<file path="src/ansi_escape_stripper_core_macros.svh">
// assertion macros shared by the escape stripper rtl
// clocked on aclk, disabled while aresetn is low; empty under synthesis
`ifndef ANSI_ESCAPE_STRIPPER_CORE_MACROS_SVH
`define ANSI_ESCAPE_STRIPPER_CORE_MACROS_SVH

`ifndef SYNTHESIS

// property checked at every edge outside reset
`define AES_ASSERT(label, prop, msg) \
    label: assert property (@(posedge aclk) disable iff (!aresetn) (prop)) else $error(msg);

// implication checked at every edge outside reset
`define AES_ASSERT_IMP(label, ante, cons, msg) \
    label: assert property (@(posedge aclk) disable iff (!aresetn) (ante) |-> (cons)) \
        else $error(msg);

// implication whose consequent is checked in the following cycle
`define AES_ASSERT_NXT(label, ante, cons, msg) \
    label: assert property (@(posedge aclk) disable iff (!aresetn) (ante) |=> (cons)) \
        else $error(msg);

`else

`define AES_ASSERT(label, prop, msg)
`define AES_ASSERT_IMP(label, ante, cons, msg)
`define AES_ASSERT_NXT(label, ante, cons, msg)

`endif

`endif

</file>
<file path="src/aes_pkg.sv">
// types and constants for the escape stripper
// no dependencies
`default_nettype none

package aes_pkg;

    // parser modes
    typedef enum logic [2:0] {
        MODE_PLAIN    = 3'd0,
        MODE_ESC_SEEN = 3'd1,
        MODE_CSI      = 3'd2,
        MODE_OSC      = 3'd3,
        MODE_OSC_ESC  = 3'd4
    } parse_mode_t;

    // characters the parser looks for
    localparam logic [7:0] CH_ESC       = 8'h1B;
    localparam logic [7:0] CH_BEL       = 8'h07;
    localparam logic [7:0] CH_LBRACKET  = 8'h5B;
    localparam logic [7:0] CH_RBRACKET  = 8'h5D;
    localparam logic [7:0] CH_FINAL_LO  = 8'h40;
    localparam logic [7:0] CH_FINAL_HI  = 8'h7E;
    localparam logic [7:0] CH_BACKSLASH = 8'h5C;

    // register port
    localparam int unsigned APB_ADDR_W = 3;
    localparam int unsigned APB_DATA_W = 32;
    localparam logic        REG_PASS_THROUGH = 1'b0;

    // one result item
    typedef struct packed {
        logic       keep;
        logic [7:0] out_byte;
        logic       out_last;
    } result_t;

endpackage

`default_nettype wire

</file>
<file path="src/aes_cfg.sv">
// register port holding the pass-through setting
// depends on aes_pkg
`default_nettype none

module aes_cfg
    import aes_pkg::*;
(
    input  wire logic                  aclk,
    input  wire logic                  aresetn,
    input  wire logic                  psel,
    input  wire logic                  penable,
    input  wire logic                  pwrite,
    input  wire logic [APB_ADDR_W-1:0] paddr,
    input  wire logic [APB_DATA_W-1:0] pwdata,
    output logic      [APB_DATA_W-1:0] prdata,
    output logic                       pready,
    output logic                       pass_through
);

    logic pass_through_reg;
    logic pass_through_next;
    logic wr_en;
    logic reg_hit;

    // register index is the word address
    assign reg_hit = (paddr[APB_ADDR_W-1] == REG_PASS_THROUGH);
    assign pready  = 1'b1;
    assign wr_en   = psel && penable && pwrite && pready;

    // write decode
    always_comb begin
        pass_through_next = pass_through_reg;
        if (wr_en && reg_hit) begin
            pass_through_next = pwdata[0];
        end
    end

    always_ff @(posedge aclk) begin
        if (!aresetn) begin
            pass_through_reg <= 1'b0;
        end else begin
            pass_through_reg <= pass_through_next;
        end
    end

    // read back
    assign prdata = reg_hit ? {{(APB_DATA_W-1){1'b0}}, pass_through_reg} : '0;
    assign pass_through = pass_through_reg;

endmodule

`default_nettype wire

</file>
<file path="src/aes_parser.sv">
// escape sequence parser: mode register and per-byte keep decision
// depends on aes_pkg and the assertion macro header
`default_nettype none
`include "ansi_escape_stripper_core_macros.svh"

module aes_parser
    import aes_pkg::*;
(
    input  wire logic       aclk,
    input  wire logic       aresetn,
    input  wire logic       in_accept,
    input  wire logic [7:0] text_byte,
    input  wire logic       end_of_text,
    input  wire logic       pass_through,
    output result_t         res
);

    parse_mode_t mode_reg;
    parse_mode_t mode_next;
    parse_mode_t mode_step;
    logic        keep;

    // next mode and keep flag for the incoming byte
    always_comb begin
        keep      = 1'b0;
        mode_step = MODE_PLAIN;
        if (pass_through) begin
            keep      = 1'b1;
            mode_step = MODE_PLAIN;
        end else begin
            case (mode_reg)
                MODE_ESC_SEEN: begin
                    if (text_byte == CH_LBRACKET) begin
                        mode_step = MODE_CSI;
                    end else if (text_byte == CH_RBRACKET) begin
                        mode_step = MODE_OSC;
                    end else begin
                        mode_step = MODE_PLAIN;
                    end
                end
                MODE_CSI: begin
                    if (text_byte inside {[CH_FINAL_LO:CH_FINAL_HI]}) begin
                        mode_step = MODE_PLAIN;
                    end else begin
                        mode_step = MODE_CSI;
                    end
                end
                MODE_OSC: begin
                    if (text_byte == CH_BEL) begin
                        mode_step = MODE_PLAIN;
                    end else if (text_byte == CH_ESC) begin
                        mode_step = MODE_OSC_ESC;
                    end else begin
                        mode_step = MODE_OSC;
                    end
                end
                MODE_OSC_ESC: begin
                    if (text_byte inside {CH_BACKSLASH, CH_BEL}) begin
                        mode_step = MODE_PLAIN;
                    end else if (text_byte == CH_ESC) begin
                        mode_step = MODE_OSC_ESC;
                    end else begin
                        mode_step = MODE_OSC;
                    end
                end
                default: begin
                    if (text_byte == CH_ESC) begin
                        mode_step = MODE_ESC_SEEN;
                    end else begin
                        keep      = 1'b1;
                        mode_step = MODE_PLAIN;
                    end
                end
            endcase
        end
    end

    // end of string drops any open sequence
    always_comb begin
        mode_next = mode_reg;
        if (in_accept) begin
            mode_next = end_of_text ? MODE_PLAIN : mode_step;
        end
    end

    always_ff @(posedge aclk) begin
        if (!aresetn) begin
            mode_reg <= MODE_PLAIN;
        end else begin
            mode_reg <= mode_next;
        end
    end

    // result for this byte
    assign res.keep     = keep;
    assign res.out_byte = keep ? text_byte : 8'h00;
    assign res.out_last = end_of_text;

    // checks
    `AES_ASSERT_NXT(a_pass_holds_plain, in_accept && pass_through, mode_reg == MODE_PLAIN,
        "parser left plain mode while pass-through was set")
    `AES_ASSERT_NXT(a_last_resets_mode, in_accept && end_of_text, mode_reg == MODE_PLAIN,
        "parser not in plain mode after end of string")
    `AES_ASSERT_IMP(a_esc_never_kept, in_accept && !pass_through && keep,
        text_byte != CH_ESC, "escape byte kept while stripping")

endmodule

`default_nettype wire

</file>
<file path="src/aes_out_skid.sv">
// result register with a skid entry so input ready comes from a flop
// depends on aes_pkg and the assertion macro header
`default_nettype none
`include "ansi_escape_stripper_core_macros.svh"

module aes_out_skid
    import aes_pkg::*;
(
    input  wire logic    aclk,
    input  wire logic    aresetn,
    input  wire logic    in_valid,
    output logic         in_ready,
    input  wire result_t in_res,
    output logic         out_valid,
    input  wire logic    out_ready,
    output result_t      out_res
);

    logic    main_valid_reg;
    logic    main_valid_next;
    logic    skid_valid_reg;
    logic    skid_valid_next;
    result_t main_reg;
    result_t main_next;
    result_t skid_reg;
    result_t skid_next;
    logic    in_accept;

    assign in_ready  = !skid_valid_reg;
    assign in_accept = in_valid && in_ready;

    // main stage refills from skid first, else from the input
    always_comb begin
        main_valid_next = main_valid_reg;
        skid_valid_next = skid_valid_reg;
        main_next       = main_reg;
        skid_next       = skid_reg;
        if (out_ready || !main_valid_reg) begin
            if (skid_valid_reg) begin
                main_valid_next = 1'b1;
                main_next       = skid_reg;
                skid_valid_next = 1'b0;
            end else begin
                main_valid_next = in_accept;
                main_next       = in_res;
            end
        end else if (in_accept) begin
            skid_valid_next = 1'b1;
            skid_next       = in_res;
        end
    end

    always_ff @(posedge aclk) begin
        if (!aresetn) begin
            main_valid_reg <= 1'b0;
            skid_valid_reg <= 1'b0;
        end else begin
            main_valid_reg <= main_valid_next;
            skid_valid_reg <= skid_valid_next;
        end
    end

    // payload needs no reset
    always_ff @(posedge aclk) begin
        main_reg <= main_next;
        skid_reg <= skid_next;
    end

    assign out_valid = main_valid_reg;
    assign out_res   = main_reg;

    // checks
    `AES_ASSERT_IMP(a_skid_behind_main, skid_valid_reg, main_valid_reg,
        "skid entry held with empty main stage")
    `AES_ASSERT_IMP(a_skid_fill_on_stall, $rose(skid_valid_reg),
        $past(main_valid_reg && !out_ready), "skid filled without an output stall")
    `AES_ASSERT_NXT(a_out_held_on_stall, out_valid && !out_ready,
        out_valid && $stable(out_res), "result changed while the output was stalled")

endmodule

`default_nettype wire

</file>
<file path="src/ansi_escape_stripper_core.sv">
// Escape sequence stripper: one text byte enters per clock when s_tready is high and
// is registered with a keep flag; a kept byte carries its value, a dropped byte
// reads as zero. The sustained rate is one byte per cycle while m_tready is high, set
// by the parser updating its mode for every accepted byte. The output side holds a
// result register plus one skid entry, so s_tready depends only on a flop and input
// is still taken into the skid entry when the output stalls. Write pass_through only
// while the stream is idle. s_tlast returns the parser to plain text after that byte.
// depends on aes_pkg, aes_cfg, aes_parser and aes_out_skid
`default_nettype none

module ansi_escape_stripper_core
    import aes_pkg::*;
(
    input  wire logic                  aclk,
    input  wire logic                  aresetn,
    // input stream
    input  wire logic                  s_tvalid,
    output logic                       s_tready,
    input  wire logic [7:0]            s_tdata,   // [7:0] text_byte
    input  wire logic                  s_tlast,   // end_of_text
    // result stream
    output logic                       m_tvalid,
    input  wire logic                  m_tready,
    output logic      [7:0]            m_tdata,   // [7:0] out_byte
    output logic      [0:0]            m_tuser,   // [0] keep
    output logic                       m_tlast,   // out_last
    // register port
    input  wire logic                  psel,
    input  wire logic                  penable,
    input  wire logic                  pwrite,
    input  wire logic [APB_ADDR_W-1:0] paddr,
    input  wire logic [APB_DATA_W-1:0] pwdata,
    output logic      [APB_DATA_W-1:0] prdata,
    output logic                       pready
);

    logic    pass_through;
    logic    in_accept;
    result_t parse_res;
    result_t out_res;

    assign in_accept = s_tvalid && s_tready;

    // configuration register
    aes_cfg u_cfg (
        .aclk         (aclk),
        .aresetn      (aresetn),
        .psel         (psel),
        .penable      (penable),
        .pwrite       (pwrite),
        .paddr        (paddr),
        .pwdata       (pwdata),
        .prdata       (prdata),
        .pready       (pready),
        .pass_through (pass_through)
    );

    // mode tracking and keep decision
    aes_parser u_parser (
        .aclk         (aclk),
        .aresetn      (aresetn),
        .in_accept    (in_accept),
        .text_byte    (s_tdata),
        .end_of_text  (s_tlast),
        .pass_through (pass_through),
        .res          (parse_res)
    );

    // result register and skid entry
    aes_out_skid u_out (
        .aclk      (aclk),
        .aresetn   (aresetn),
        .in_valid  (s_tvalid),
        .in_ready  (s_tready),
        .in_res    (parse_res),
        .out_valid (m_tvalid),
        .out_ready (m_tready),
        .out_res   (out_res)
    );

    assign m_tdata    = out_res.out_byte;
    assign m_tuser[0] = out_res.keep;
    assign m_tlast    = out_res.out_last;

endmodule

`default_nettype wire

</file>
<file path="config.mk">
export PLATFORM = sky130hd
export DESIGN_NAME = ansi_escape_stripper_core
export DESIGN_NICKNAME = d
export VERILOG_FILES = /design/src/aes_pkg.sv /design/src/aes_cfg.sv /design/src/aes_parser.sv /design/src/aes_out_skid.sv /design/src/ansi_escape_stripper_core.sv
export VERILOG_INCLUDE_DIRS = /design/src /design/src/src
export SDC_FILE = /design/constraint.sdc
export NUM_CORES = 1
export LEC_CHECK = 0
export ABC_AREA = 0
export BUFFER_PORTS_ARGS = -buffer_cell sky130_fd_sc_hd__buf_4
export CAP_MARGIN = 20
export CORE_MARGIN = 2
export CORE_UTILIZATION = 44
export CTS_BUF_LIST = sky130_fd_sc_hd__clkbuf_8
export DETAILED_ROUTE_END_ITERATION = 12
export HOLD_SLACK_MARGIN = 0.12
export PLACE_DENSITY_LB_ADDON = 0.2
export SLEW_MARGIN = 5
export SYNTH_ARGS = -nofsm -noshare
export SYNTH_HDL_FRONTEND = slang
export SYNTH_SLANG_ARGS = --single-unit
</file>
<file path="constraint.sdc">
create_clock -name aclk -period 2.07 [get_ports aclk]
set_input_delay 0.414 -clock aclk [delete_from_list [all_inputs] [get_ports aclk]]
set_output_delay 0.414 -clock aclk [all_outputs]
set_load 0.01 [all_outputs]
</file>
==> results.sh <==
export IMPL_die_area_um2=3950
export IMPL_die_height_um=62.9
export IMPL_min_path_type="input pin to flop"
export IMPL_cts_buffer_depth=2
export IMPL_antenna_found_initial=0
export IMPL_rsz0062_at_grt="no"
export IMPL_p_leak_uw=0.000753
export IMPL_rows=21
export IMPL_start_util_pct=45.7
export IMPL_ctsHoldBuffers=0
export IMPL_synthArstFlopShare_pct=0
export IMPL_critPathCaptureType="flop"
export IMPL_finalWorstSetupSlack_ns=0.333
export IMPL_r2r_cells=5
export IMPL_grt_max_degree=15
export IMPL_ios=96
export IMPL_ys_flop_type="edfxtp_1"
export IMPL_slew_violations=0
export IMPL_grt_pass1_wl_um=3880
export IMPL_drc_errors=0
export IMPL_pre_cts_ws_ns=0.0526
export IMPL_criticalPathCategory="input pin to flop"
export IMPL_ys_warn_count=0
export IMPL_syn_area_um2=1520
export IMPL_numCtsBuffers=3
export IMPL_cts_htree_levels=1
export IMPL_synth_seq_area_share_pct=47.3
export IMPL_io_buffers=30
export IMPL_p_per_area_nw_per_um2=587
export IMPL_status="finished clean"
export IMPL_reg2reg_slack_ns=0.40
export IMPL_fp_dieW_um=62.9
export IMPL_r2r_start="u_parser.mode_reg[0]"
export IMPL_fmaxAchievable_mhz=576
export IMPL_grt_overflow=0
export IMPL_drt_total_wl_um=2430
export IMPL_finalHoldViolCount=0
export IMPL_routedWlPerCell_um=11.7
export IMPL_worstReg2RegEnd="u_out.out_res[1]"
export IMPL_worstSetupEndpoint="u_out.out_res[1]"
export IMPL_fin_crit_sh_pct=83.9
export IMPL_fin_setup_tns_ns=0
export IMPL_core_um2=3340
export IMPL_synthCells=127
export IMPL_peakVddDrop_uv=236
export IMPL_crit_fanout=10
export IMPL_synth_edf_count=20
export IMPL_grt_pass1_vias=819
export IMPL_dr_total_vias=921
export IMPL_period_minus_slack_ns=1.74
export IMPL_critPathLaunchType="input pin"
export IMPL_cts_root_buf="clkbuf_8"
export IMPL_drt_first_pass_iters=4
export IMPL_avgSynthCellArea_um2=12.0
export IMPL_synth_seq_cells=26
export IMPL_clk_pin_slew_worst_paths_ns=0.08
export IMPL_fin_util_pct=52.5
export IMPL_setup_violations=0
export IMPL_cts_setup_buffers=0
export IMPL_synth_cell_type_count=37
export IMPL_areaGrowthSynthToFinish_pct=14.9
export IMPL_critPathRequiredTime_ns=2.09
export IMPL_layout_nets=214
export IMPL_drt_antenna_violating_nets=0
export IMPL_layout_filler_cells=314
export IMPL_skew_ns=0.00181
export IMPL_grt_use_total_pct=12.4
export IMPL_gp_congestion=0.907
export IMPL_cts_sinks=26
export IMPL_dp_hpwl_um=1960
export IMPL_power_uw=1030
export IMPL_drive_above_1_share_pct=36.4
export IMPL_avgViaCountPerCell=4.43
export IMPL_cts_tree="yes"
export IMPL_n_antenna_cell=0
export IMPL_initialDrtViolationCount=24
export IMPL_worstPathArrival_ns=1.76
export IMPL_crit_start="s_tdata[5]"
export IMPL_cts_resized_gates=0
export IMPL_worst_skew_pair_late_latency_ns=0.26
export IMPL_drv_cap=0
layout make-up:
| class | count | area [um^2] | area share (%) |
|---|---|---|---|
| multi-input combinational | 95 | 661 | 37.7 |
| clock buffer | 3 | 41.3 | 2.36 |
| clock inverter | 1 | 3.75 | 0.214 |
| sequential | 26 | 721 | 41.2 |
| timing repair buffer | 34 | 255 | 14.6 |
| tap | 46 | 57.6 | 3.29 |
| inverter | 3 | 11.3 | 0.643 |
synth_stat cells, drive strengths merged, types with 3 or more instances:
cell type,count,share of area (%)
buf,32,16
edfxtp,20,39
mux2,10,9.4
and2,8,4.6
dfxtp,6,7.9
nand2,5,1.2
nor2,5,1.2
inv,3,0.74
nand3,3,0.98
nand4bb,3,2.5
power breakdown:
| part | leakage (uW) | total (uW) | switching (uW) | internal (uW) |
|---|---|---|---|---|
| clock network | 0.0000269 | 278 | 146 | 132 |
| registers | 0.000242 | 590 | 6.06 | 584 |
| logic | 0.000484 | 159 | 82.5 | 76.6 |
metal layers:
metal	up-vias	share of wire, %	wire (um)	track usage [%]
met3	2	4.7	114	2.16
met1	431	42	1020	15.8
met5	-	0	0	0
met4	0	0.58	14	3.33
met2	31	53	1290	21.8
li1	457	-	-	-
stage by stage:
step	std cells	hold slack [ns]	cell area (um^2)
6_report	208	0.354	1750
4_1_cts	208	0.358	1750
3_5_place_dp	204	0.516	1710
3_3_place_gp	204	0.500	1710
2_1_floorplan	157	0.476	1640
5_1_grt	208	0.345	1750
worst min path at each step:
stage                                    start                   end  slack, ns  cells past startpoint
final                                  s_tlast     u_out.skid_reg[0]       0.35                      1
after global routing                   s_tlast     u_out.skid_reg[0]       0.34                      1
after CTS                              s_tlast     u_out.skid_reg[0]       0.36                      1
after detailed placement  u_parser.mode_reg[0]  u_parser.mode_reg[0]       0.52                      2
after global placement    u_parser.mode_reg[0]  u_parser.mode_reg[0]       0.50                      2
after floorplan           u_parser.mode_reg[1]  u_parser.mode_reg[1]       0.48                      2
critical path, stage by stage:
cell       delay [ns]
buf_4            0.12
nand4bb_2        0.27
nor4_4           0.35
o21bai_4         0.15
and2_4           0.19
mux2_4           0.25
layout by cell type (no fill, tap or decap), types with 2 or more instances in the layout:
cell,netlist,final
nand2b_1,2,2
nand2_1,5,5
nand4_1,2,2
mux2_2,2,2
inv_1,3,4
a21oi_1,2,2
and2_4,8,8
mux2_4,8,8
nor3_1,2,2
nor2_1,5,5
dfxtp_1,6,6
nor2b_1,2,2
clkbuf_8,0,3
nand4bb_1,2,2
edfxtp_1,20,20
buf_4,32,34
conb_1,2,32
o21ai_1,2,2
nand3_1,3,3
cell families after synthesis:
family	Yosys count	share of synthesized area [%]
multiplexers	11	10.0
buffers and inverters	36	16.7
XOR/XNOR	2	1.64
AO/OA/AOI/OAI	12	6.32
flip-flops	26	47.3
AND/OR/NAND/NOR	38	17.5
other	2	0.493
No activity file was read; power rests on OpenSTA's default activity.
